==> config.mk <==
export PLATFORM = sky130hd
export DESIGN_NAME = three_level_priority_ticket_queue
export DESIGN_NICKNAME = d
export VERILOG_FILES = /design/src/tpq_pkg.sv /design/src/tpq_ram.sv /design/src/tpq_ctrl.sv /design/src/tpq_dp.sv /design/src/three_level_priority_ticket_queue.sv
export SDC_FILE = /design/constraint.sdc
export NUM_CORES = 1
export LEC_CHECK = 0
export ABC_CLOCK_PERIOD_IN_PS = 8300
export BUFFER_PORTS_ARGS = -buffer_cell sky130_fd_sc_hd__clkbuf_2
export CAP_MARGIN = 20
export CORE_MARGIN = 2
export CORE_UTILIZATION = 45
export DETAILED_ROUTE_END_ITERATION = 10
export PLACE_DENSITY_LB_ADDON = 0.3
export SYNTH_ARGS = -nofsm -noshare
export SYNTH_HDL_FRONTEND = slang
export SYNTH_SLANG_ARGS = --single-unit
==> constraint.sdc <==
create_clock -name i_clk -period 8.3 [get_ports i_clk]
set_input_delay 1.66 -clock i_clk [delete_from_list [all_inputs] [get_ports i_clk]]
set_output_delay 1.66 -clock i_clk [all_outputs]
set_load 0.05 [all_outputs]
==> src/tpq_pkg.sv <==
// ----------------------------------------------------------------------------
// tpq_pkg
// Shared types and codes for the three-level priority ticket queue.
// ----------------------------------------------------------------------------
package tpq_pkg;

    localparam int PRIO_W = 2;
    localparam int TAG_W  = 8;
    localparam int TKO_W  = 16;
    localparam int OCC_W  = 5;
    localparam int STAT_W = 2;

    localparam logic [PRIO_W-1:0] TOP_PRIORITY = 2'd2;

    localparam logic KIND_ADD = 1'b0;

    localparam logic [STAT_W-1:0] ST_ADDED    = 2'd0;
    localparam logic [STAT_W-1:0] ST_REJECTED = 2'd1;
    localparam logic [STAT_W-1:0] ST_SERVED   = 2'd2;
    localparam logic [STAT_W-1:0] ST_EMPTY    = 2'd3;

    typedef enum logic [2:0] {
        S_IDLE,
        S_DECODE,
        S_CALL,
        S_WALK,
        S_PUT,
        S_OUT
    } t_state;

    typedef enum logic [1:0] {
        RES_EMPTY,
        RES_REJECT,
        RES_ADDED,
        RES_SERVED
    } t_res_sel;

    typedef struct packed {
        logic     load_item;
        logic     tk_commit;
        logic     idx_load_count;
        logic     idx_load_one;
        logic     idx_dec;
        logic     rd_en;
        logic     wr_new;
        logic     wr_shift;
        logic     res_load;
        t_res_sel res_sel;
        logic     commit_add;
        logic     commit_call;
        logic     push;
    } t_dp_cmd;

    typedef struct packed {
        logic is_add;
        logic full;
        logic empty;
        logic stop;
        logic idx_is_one;
        logic out_free;
    } t_dp_sts;

endpackage

==> src/tpq_ram.sv <==
// ----------------------------------------------------------------------------
// tpq_ram
// Simple dual-port RAM, one write and one registered read port.
// ----------------------------------------------------------------------------
module tpq_ram #(
    parameter int WIDTH = 8,
    parameter int DEPTH = 16
) (
    input  logic                     i_clk,
    input  logic                     i_we,
    input  logic [$clog2(DEPTH)-1:0] i_waddr,
    input  logic [WIDTH-1:0]         i_wdata,
    input  logic                     i_re,
    input  logic [$clog2(DEPTH)-1:0] i_raddr,
    output logic [WIDTH-1:0]         o_rdata
);

    logic [WIDTH-1:0] r_mem [DEPTH];
    logic [WIDTH-1:0] r_rdata;

    always_ff @(posedge i_clk) begin
        if (i_we) begin
            r_mem[i_waddr] <= i_wdata;
        end
        if (i_re) begin
            r_rdata <= r_mem[i_raddr];
        end
    end

    assign o_rdata = r_rdata;

endmodule

==> src/tpq_ctrl.sv <==
// ----------------------------------------------------------------------------
// tpq_ctrl
// Sequencer: decodes a beat, walks the table on insert, hands off result.
// ----------------------------------------------------------------------------
module tpq_ctrl
    import tpq_pkg::*;
(
    input  logic    i_clk,
    input  logic    i_rst_n,
    input  logic    i_valid,
    output logic    o_ready,
    input  t_dp_sts i_sts,
    output t_dp_cmd o_cmd
);

    t_state r_state;
    t_state n_state;

    always_ff @(posedge i_clk) begin
        if (!i_rst_n) begin
            r_state <= S_IDLE;
        end else begin
            r_state <= n_state;
        end
    end

    always_comb begin
        n_state = r_state;
        o_ready = 1'b0;
        o_cmd   = '0;
        case (r_state)
            S_IDLE: begin
                o_ready = 1'b1;
                if (i_valid) begin
                    o_cmd.load_item = 1'b1;
                    n_state         = S_DECODE;
                end
            end
            S_DECODE: begin
                if (i_sts.is_add) begin
                    if (i_sts.full) begin
                        o_cmd.res_sel  = RES_REJECT;
                        o_cmd.res_load = 1'b1;
                        n_state        = S_OUT;
                    end else begin
                        o_cmd.tk_commit      = 1'b1;
                        o_cmd.idx_load_count = 1'b1;
                        if (i_sts.empty) begin
                            n_state = S_PUT;
                        end else begin
                            o_cmd.rd_en = 1'b1;
                            n_state     = S_WALK;
                        end
                    end
                end else if (i_sts.empty) begin
                    o_cmd.res_sel  = RES_EMPTY;
                    o_cmd.res_load = 1'b1;
                    n_state        = S_OUT;
                end else begin
                    o_cmd.idx_load_one = 1'b1;
                    o_cmd.rd_en        = 1'b1;
                    n_state            = S_CALL;
                end
            end
            S_CALL: begin
                o_cmd.res_sel     = RES_SERVED;
                o_cmd.res_load    = 1'b1;
                o_cmd.commit_call = 1'b1;
                n_state           = S_OUT;
            end
            S_WALK: begin
                if (i_sts.stop) begin
                    o_cmd.wr_new     = 1'b1;
                    o_cmd.commit_add = 1'b1;
                    o_cmd.res_sel    = RES_ADDED;
                    o_cmd.res_load   = 1'b1;
                    n_state          = S_OUT;
                end else begin
                    o_cmd.wr_shift = 1'b1;
                    o_cmd.idx_dec  = 1'b1;
                    if (i_sts.idx_is_one) begin
                        n_state = S_PUT;
                    end else begin
                        o_cmd.rd_en = 1'b1;
                    end
                end
            end
            S_PUT: begin
                o_cmd.wr_new     = 1'b1;
                o_cmd.commit_add = 1'b1;
                o_cmd.res_sel    = RES_ADDED;
                o_cmd.res_load   = 1'b1;
                n_state          = S_OUT;
            end
            S_OUT: begin
                if (i_sts.out_free) begin
                    o_cmd.push = 1'b1;
                    n_state    = S_IDLE;
                end
            end
            default: begin
                n_state = S_IDLE;
            end
        endcase
    end

endmodule

==> src/tpq_dp.sv <==
// ----------------------------------------------------------------------------
// tpq_dp
// Datapath: circular entry table, ticket counter, result and output regs.
// ----------------------------------------------------------------------------
module tpq_dp
    import tpq_pkg::*;
#(
    parameter int CAPACITY    = 16,
    parameter int TICKET_BITS = 16
) (
    input  logic              i_clk,
    input  logic              i_rst_n,
    input  t_dp_cmd           i_cmd,
    output t_dp_sts           o_sts,
    input  logic              i_kind,
    input  logic [PRIO_W-1:0] i_priority_req,
    input  logic [TAG_W-1:0]  i_client_tag,
    input  logic              i_out_ready,
    output logic              o_out_valid,
    output logic [STAT_W-1:0] o_status,
    output logic [TKO_W-1:0]  o_ticket,
    output logic [PRIO_W-1:0] o_out_priority,
    output logic [TAG_W-1:0]  o_out_tag,
    output logic [OCC_W-1:0]  o_occupancy
);

    localparam int AW = $clog2(CAPACITY);
    localparam int CW = $clog2(CAPACITY + 1);
    localparam int DW = PRIO_W + TICKET_BITS + TAG_W;
    localparam logic [AW:0] CAP_EXT = (AW + 1)'(CAPACITY);

    logic                   r_kind;
    logic [PRIO_W-1:0]      r_prio;
    logic [TAG_W-1:0]       r_tag;
    logic [TICKET_BITS-1:0] r_tk;
    logic [TICKET_BITS-1:0] r_last;
    logic [CW-1:0]          r_count;
    logic [AW-1:0]          r_head;
    logic [AW-1:0]          r_idx;
    logic [AW-1:0]          n_idx;

    logic [STAT_W-1:0]      r_res_status;
    logic [TKO_W-1:0]       r_res_ticket;
    logic [PRIO_W-1:0]      r_res_prio;
    logic [TAG_W-1:0]       r_res_tag;
    logic [OCC_W-1:0]       r_res_occ;

    logic                   r_out_valid;
    logic [STAT_W-1:0]      r_out_status;
    logic [TKO_W-1:0]       r_out_ticket;
    logic [PRIO_W-1:0]      r_out_prio;
    logic [TAG_W-1:0]       r_out_tag;
    logic [OCC_W-1:0]       r_out_occ;

    logic [AW-1:0]          rd_log;
    logic [AW:0]            rd_sum;
    logic [AW:0]            wr_sum;
    logic [AW:0]            head_inc;
    logic [AW-1:0]          rd_addr;
    logic [AW-1:0]          wr_addr;
    logic [DW-1:0]          wr_data;
    logic [DW-1:0]          rd_data;
    logic [PRIO_W-1:0]      rd_prio;
    logic [TICKET_BITS-1:0] rd_tk;
    logic [TAG_W-1:0]       rd_tag;

    assign rd_prio = rd_data[DW-1 -: PRIO_W];
    assign rd_tk   = rd_data[TAG_W +: TICKET_BITS];
    assign rd_tag  = rd_data[TAG_W-1:0];

    always_comb begin
        n_idx = r_idx;
        if (i_cmd.idx_load_count) begin
            n_idx = r_count[AW-1:0];
        end else if (i_cmd.idx_load_one) begin
            n_idx = AW'(1);
        end else if (i_cmd.idx_dec) begin
            n_idx = r_idx - AW'(1);
        end
    end

    // logical position -> physical slot, wrapping at capacity
    always_comb begin
        rd_log   = n_idx - AW'(1);
        rd_sum   = {1'b0, r_head} + {1'b0, rd_log};
        wr_sum   = {1'b0, r_head} + {1'b0, r_idx};
        head_inc = {1'b0, r_head} + (AW + 1)'(1);
        rd_addr  = (rd_sum >= CAP_EXT) ? AW'(rd_sum - CAP_EXT) : rd_sum[AW-1:0];
        wr_addr  = (wr_sum >= CAP_EXT) ? AW'(wr_sum - CAP_EXT) : wr_sum[AW-1:0];
        wr_data  = i_cmd.wr_new ? {r_prio, r_tk, r_tag} : rd_data;
    end

    tpq_ram #(
        .WIDTH (DW),
        .DEPTH (CAPACITY)
    ) u_ram (
        .i_clk   (i_clk),
        .i_we    (i_cmd.wr_new | i_cmd.wr_shift),
        .i_waddr (wr_addr),
        .i_wdata (wr_data),
        .i_re    (i_cmd.rd_en),
        .i_raddr (rd_addr),
        .o_rdata (rd_data)
    );

    always_ff @(posedge i_clk) begin
        if (!i_rst_n) begin
            r_last      <= '0;
            r_count     <= '0;
            r_head      <= '0;
            r_out_valid <= 1'b0;
        end else begin
            if (i_cmd.tk_commit) begin
                r_last <= r_last + TICKET_BITS'(1);
            end
            if (i_cmd.commit_add) begin
                r_count <= r_count + CW'(1);
            end else if (i_cmd.commit_call) begin
                r_count <= r_count - CW'(1);
                r_head  <= (head_inc >= CAP_EXT) ? '0 : head_inc[AW-1:0];
            end
            if (i_cmd.push) begin
                r_out_valid <= 1'b1;
            end else if (i_out_ready) begin
                r_out_valid <= 1'b0;
            end
        end
    end

    always_ff @(posedge i_clk) begin
        r_idx <= n_idx;
        if (i_cmd.load_item) begin
            r_kind <= i_kind;
            r_prio <= (i_priority_req > TOP_PRIORITY) ? TOP_PRIORITY : i_priority_req;
            r_tag  <= i_client_tag;
        end
        if (i_cmd.tk_commit) begin
            r_tk <= r_last + TICKET_BITS'(1);
        end
        if (i_cmd.res_load) begin
            case (i_cmd.res_sel)
                RES_EMPTY: begin
                    r_res_status <= ST_EMPTY;
                    r_res_ticket <= '0;
                    r_res_prio   <= '0;
                    r_res_tag    <= '0;
                    r_res_occ    <= '0;
                end
                RES_REJECT: begin
                    r_res_status <= ST_REJECTED;
                    r_res_ticket <= '0;
                    r_res_prio   <= r_prio;
                    r_res_tag    <= r_tag;
                    r_res_occ    <= OCC_W'(r_count);
                end
                RES_ADDED: begin
                    r_res_status <= ST_ADDED;
                    r_res_ticket <= TKO_W'(r_tk);
                    r_res_prio   <= r_prio;
                    r_res_tag    <= r_tag;
                    r_res_occ    <= OCC_W'(r_count + CW'(1));
                end
                RES_SERVED: begin
                    r_res_status <= ST_SERVED;
                    r_res_ticket <= TKO_W'(rd_tk);
                    r_res_prio   <= rd_prio;
                    r_res_tag    <= rd_tag;
                    r_res_occ    <= OCC_W'(r_count - CW'(1));
                end
                default: begin
                    r_res_status <= ST_EMPTY;
                    r_res_ticket <= '0;
                    r_res_prio   <= '0;
                    r_res_tag    <= '0;
                    r_res_occ    <= '0;
                end
            endcase
        end
        if (i_cmd.push) begin
            r_out_status <= r_res_status;
            r_out_ticket <= r_res_ticket;
            r_out_prio   <= r_res_prio;
            r_out_tag    <= r_res_tag;
            r_out_occ    <= r_res_occ;
        end
    end

    always_comb begin
        o_sts.is_add     = (r_kind == KIND_ADD);
        o_sts.full       = (r_count == CW'(CAPACITY));
        o_sts.empty      = (r_count == '0);
        o_sts.stop       = (rd_prio >= r_prio);
        o_sts.idx_is_one = (r_idx == AW'(1));
        o_sts.out_free   = !r_out_valid || i_out_ready;
    end

    assign o_out_valid    = r_out_valid;
    assign o_status       = r_out_status;
    assign o_ticket       = r_out_ticket;
    assign o_out_priority = r_out_prio;
    assign o_out_tag      = r_out_tag;
    assign o_occupancy    = r_out_occ;

endmodule

==> src/three_level_priority_ticket_queue.sv <==
// ----------------------------------------------------------------------------
// three_level_priority_ticket_queue
// Bounded three-level priority queue, FIFO within a level, ticket stamping.
//
//   channel   direction  handshake          payload
//   request   in         i_valid/o_ready    i_kind i_priority_req i_client_tag
//   result    out        o_valid/i_ready    o_status o_ticket o_out_priority
//                                           o_out_tag o_occupancy
//
// A reject or a call on an empty table loads its result in the decode state; a call
// that serves reads the head entry and loads it in the call state. An add shifts the
// lower-priority entries that the insert walk passes, one per cycle through the table
// RAM (up to CAPACITY-1), then writes the new entry. The table is circular, so a call
// never shifts. Ready returns once the result has moved into the output register.
// Reset empties the queue and zeroes the ticket counter; no clearing pass.
// A stalled result holds; the next request is taken while it waits.
// ----------------------------------------------------------------------------
module three_level_priority_ticket_queue
    import tpq_pkg::*;
#(
    parameter int CAPACITY    = 16,
    parameter int TICKET_BITS = 16
) (
    input  logic              i_clk,
    input  logic              i_rst_n,
    input  logic              i_valid,
    output logic              o_ready,
    input  logic              i_kind,
    input  logic [PRIO_W-1:0] i_priority_req,
    input  logic [TAG_W-1:0]  i_client_tag,
    output logic              o_valid,
    input  logic              i_ready,
    output logic [STAT_W-1:0] o_status,
    output logic [TKO_W-1:0]  o_ticket,
    output logic [PRIO_W-1:0] o_out_priority,
    output logic [TAG_W-1:0]  o_out_tag,
    output logic [OCC_W-1:0]  o_occupancy
);

    t_dp_cmd cmd;
    t_dp_sts sts;

    tpq_ctrl u_ctrl (
        .i_clk   (i_clk),
        .i_rst_n (i_rst_n),
        .i_valid (i_valid),
        .o_ready (o_ready),
        .i_sts   (sts),
        .o_cmd   (cmd)
    );

    tpq_dp #(
        .CAPACITY    (CAPACITY),
        .TICKET_BITS (TICKET_BITS)
    ) u_dp (
        .i_clk          (i_clk),
        .i_rst_n        (i_rst_n),
        .i_cmd          (cmd),
        .o_sts          (sts),
        .i_kind         (i_kind),
        .i_priority_req (i_priority_req),
        .i_client_tag   (i_client_tag),
        .i_out_ready    (i_ready),
        .o_out_valid    (o_valid),
        .o_status       (o_status),
        .o_ticket       (o_ticket),
        .o_out_priority (o_out_priority),
        .o_out_tag      (o_out_tag),
        .o_occupancy    (o_occupancy)
    );

endmodule

==> flow_metrics.py <==
metrics = {
    "status": {
        "outcome": "complete, no violations",
    },
    "min_path": {
        "min_from": "u_dp.r_res_ticket[3]",
        "hold_path.class": "flop to flop",
        "hold_path_depth": 0,
        "hold_end": "u_dp.o_ticket[3]",
    },
    "clocking": {
        "htreeDepth": 2,
        "clk_latency_ns": 0.61,
        "post_cts_buffers": 0,
        "root_buffer": "clkbuf_16",
        "cts_buffers": 56,
        "path_clk_slew_ns": 0.06,
        "tritoncts": "yes",
        "post_cts_resized": 0,
        "cts_buffer_depth": 3,
        "holdBufCountCts": 0,
        "cts.sink_count": 568,
    },
    "worst_setup_path": {
        "max_stage_delay_ns": 0.83,
        "cp_top_family": "buffers and inverters",
        "cp.arrival_ns": 5.89,
        "reg2regPathDepth": 11,
        "cp_slowest_cell": "dfxtp_1",
        "worstSetupPathType": "flop to flop",
        "cp_common_cell": "buf_4",
        "crit_chain": "nor4b_4, nand2_2, inv_2, a22oi_2, o22a_4, buf_4, nand2_8, buf_4, a211oi_1, nor4_1, mux2_4",
        "critPathBufInv": 3,
        "end_kind": "flop",
        "crit_fanout": 117,
        "cp.depth": 11,
        "regToRegEndpoint": "u_dp.u_ram.o_rdata[21]",
        "critPathRequiredTime_ns": 8.65,
        "start_kind": "flop",
        "ff2ff_setup_slack_ns": 2.77,
        "reg2reg_from": "u_ctrl.r_state[1]",
    },
    "global_routing": {
        "grt_max_degree": 210,
        "grt_pass1_vias": 13500,
        "antenna_found_initial": 0,
        "grt_remaining_overflow": 0,
        "grt_pass1_wl_um": 84200,
        "track_usage_pct": 20.9,
    },
    "yosys": {
        "syn-instance-count": 1588,
        "synth_edf_count": 535,
        "synth_seq_cells": 568,
        "ys_seq_area_share_pct": 71.7,
        "syn_avg_cell_area_um2": 14.7,
        "muxShareOfSynthArea_pct": 1.67,
        "synthesis.area_um2": 23300,
        "synth_ff_type": "edfxtp_1",
        "synth-compound-area-share_pct": 9.60,
        "yosys-top-cells-area": "edfxtp_1 (69%), a211oi_1 (6.8%), and3_1 (5.8%)",
        "synth_top_family_by_area": "simple AND/OR/NAND/NOR gates",
        "synth_simple_gate_area_share_pct": 11.5,
        "synth_xor_area_share_pct": 1.83,
        "synth_common_cells": "edfxtp_1 (535), and3_1 (215), a211oi_1 (211), nand2_1 (111), clkbuf_1 (76)",
        "synth.top_cell.area_share_pct": 68.8,
        "synthAdderAreaFrac_pct": 1.14,
        "yosysWarnings": 0,
        "netlist-cell-type-count": 64,
        "syn_nets": 1623,
        "yosys.area.top_type": "edfxtp_1",
        "synth-async-reset-ratio_pct": 0,
        "synth.most_common_cell": "edfxtp_1",
    },
    "die": {
        "num_io_pins": 50,
        "rows": 83,
        "core_area_um2": 51300,
        "start_util_pct": 45.5,
        "die_width_um": 232,
        "dieArea_um2": 53700,
        "die_h_um": 232,
    },
    "layout": {
        "num-fill-cells": 4296,
        "area_growth_pct": 12.2,
        "final_cell_count_no_fill": 2335,
        "antenna_cells": 0,
        "fin_nets": 1642,
        "final_area_um2": 26200,
        "drive_above_1_share_pct": 13.8,
    },
    "drt": {
        "ant_nets": 0,
        "drt_drc_violations_left": 0,
        "via_per_inst": 5.88,
        "vias": 13700,
        "wl_um": 55900,
        "drt_iter0_drc": 1447,
        "dr.pass1.iters": 7,
        "routedWlPerCell_um": 23.9,
    },
    "placement": {
        "dp.cells": 2229,
        "post_dp_cell_area_um2": 24400,
        "dpl_worst_slack_ns": 2.91,
        "port_buffers": 49,
        "dp_hpwl_um": 28700,
        "routabilityCongestion": 0.810,
    },
    "sta": {
        "setup_viol": 0,
        "fmax_mhz": 181,
        "tightest_slew_ns": 1.05,
        "setup_slack_ns": 2.77,
        "grt_setup_unrepaired": "false",
        "final-hold-violation-count": 0,
        "period_needed_ns": 5.53,
        "finClkSkew_ns": 0.0175,
        "setup_tns_ns": 0,
        "fin_crit_sh_pct": 66.7,
        "slew_violations": 0,
        "slew_headroom_pct": 30.1,
    },
    "pwr": {
        "vdd_drop_max_uv": 439,
        "p_leak_nw": 9.06,
        "total_power_mw": 10.5,
        "power_density_nw_per_um2": 400,
    },
    "flow_run": {
        "cap_violations": 0,
    },
}
where the power goes:
part,switching [mW],internal [mW]
combinational,2.56,1.45
sequential,0.141,3.82
clock,1.06,1.45
total,3.76,6.72
area by class of cell:
cell class	instances	area, µm²	area share (%)
Clock buffer	74	1520	5.81
Clock inverter	32	300	1.15
Inverter	22	82.6	0.315
Multi-Input combinational cell	882	6220	23.8
Sequential cell	568	16700	63.9
Tap cell	680	851	3.25
Timing Repair Buffer	77	488	1.86
how the worst max path moves through the flow:
stage	from	end	slack, ns
final	u_ctrl.r_state[1]	u_dp.u_ram.o_rdata[21]	2.77
after detailed placement	u_ctrl.r_state[1]	u_dp.u_ram.o_rdata[23]	2.91
after floorplan	u_dp.r_count[0]	u_dp.r_res_occ[0]	2.47
after global placement	u_ctrl.r_state[1]	u_dp.u_ram.o_rdata[14]	3.09
after global routing	u_ctrl.r_state[1]	u_dp.u_ram.o_rdata[11]	2.39
after CTS	u_ctrl.r_state[1]	u_dp.u_ram.o_rdata[21]	2.85
kinds of logic (layout without fill, tap and decap cells):
kind of cell | Yosys count | count (layout)
adders and majority gates | 20 | 20
AOI/OAI and AO/OA | 298 | 298
muxes | 28 | 28
buffers and inverters | 138 | 205
and+or+nand+nor | 489 | 489
xor gates and xnor gates | 47 | 47
DFF | 568 | 568
per-layer routing:
layer	vias to the layer above	track usage, %	share of wire, %
met5	-	0	0
li1	6245	-	-
met2	520	33.7	48
met1	6870	28.2	42
met3	91	4.53	7.8
met4	0	6.89	2.5
sequential cells by signal, summed over array words and instances (netlist names), 2 cells and up:
| register | count |
|---|---|
| u_dp.r_res_tag | 8 |
| u_dp.r_count | 5 |
| u_dp.u_ram.r_mem | 416 |
| u_dp.r_tk | 16 |
| u_dp.r_head | 4 |
| u_dp.o_out_tag | 8 |
| u_dp.u_ram.o_rdata | 26 |
| u_dp.o_occupancy | 5 |
| u_dp.r_res_ticket | 16 |
| u_dp.r_res_status | 2 |
| u_ctrl.r_state | 3 |
| u_dp.r_tag | 8 |
| u_dp.r_prio | 2 |
| u_dp.o_out_priority | 2 |
| u_dp.r_idx | 4 |
| u_dp.r_res_occ | 5 |
| u_dp.o_status | 2 |
| u_dp.r_res_prio | 2 |
| u_dp.o_ticket | 16 |
| u_dp.r_last | 16 |
cells in the final DEF (no fill, tap or decap), types with 21 or more instances in the layout:
cell / count
a211oi_1: 211
and2_1: 21
and3_1: 215
buf_4: 26
clkbuf_16: 58
clkbuf_2: 49
dfxtp_1: 33
edfxtp_1: 535
nand2_1: 109
nor2_1: 28
nor4_1: 52
xnor2_1: 29
per-stage QoR:
step | utilization, % | hold WS (ns)
floorplan | - | 0.400
global placement | 47.5 | 0.401
detailed placement | 47.5 | 0.405
CTS | 51.1 | 0.420
global route | 51.1 | 0.426
finish | 51.1 | 0.418
(Power assumes the default switching activity.)
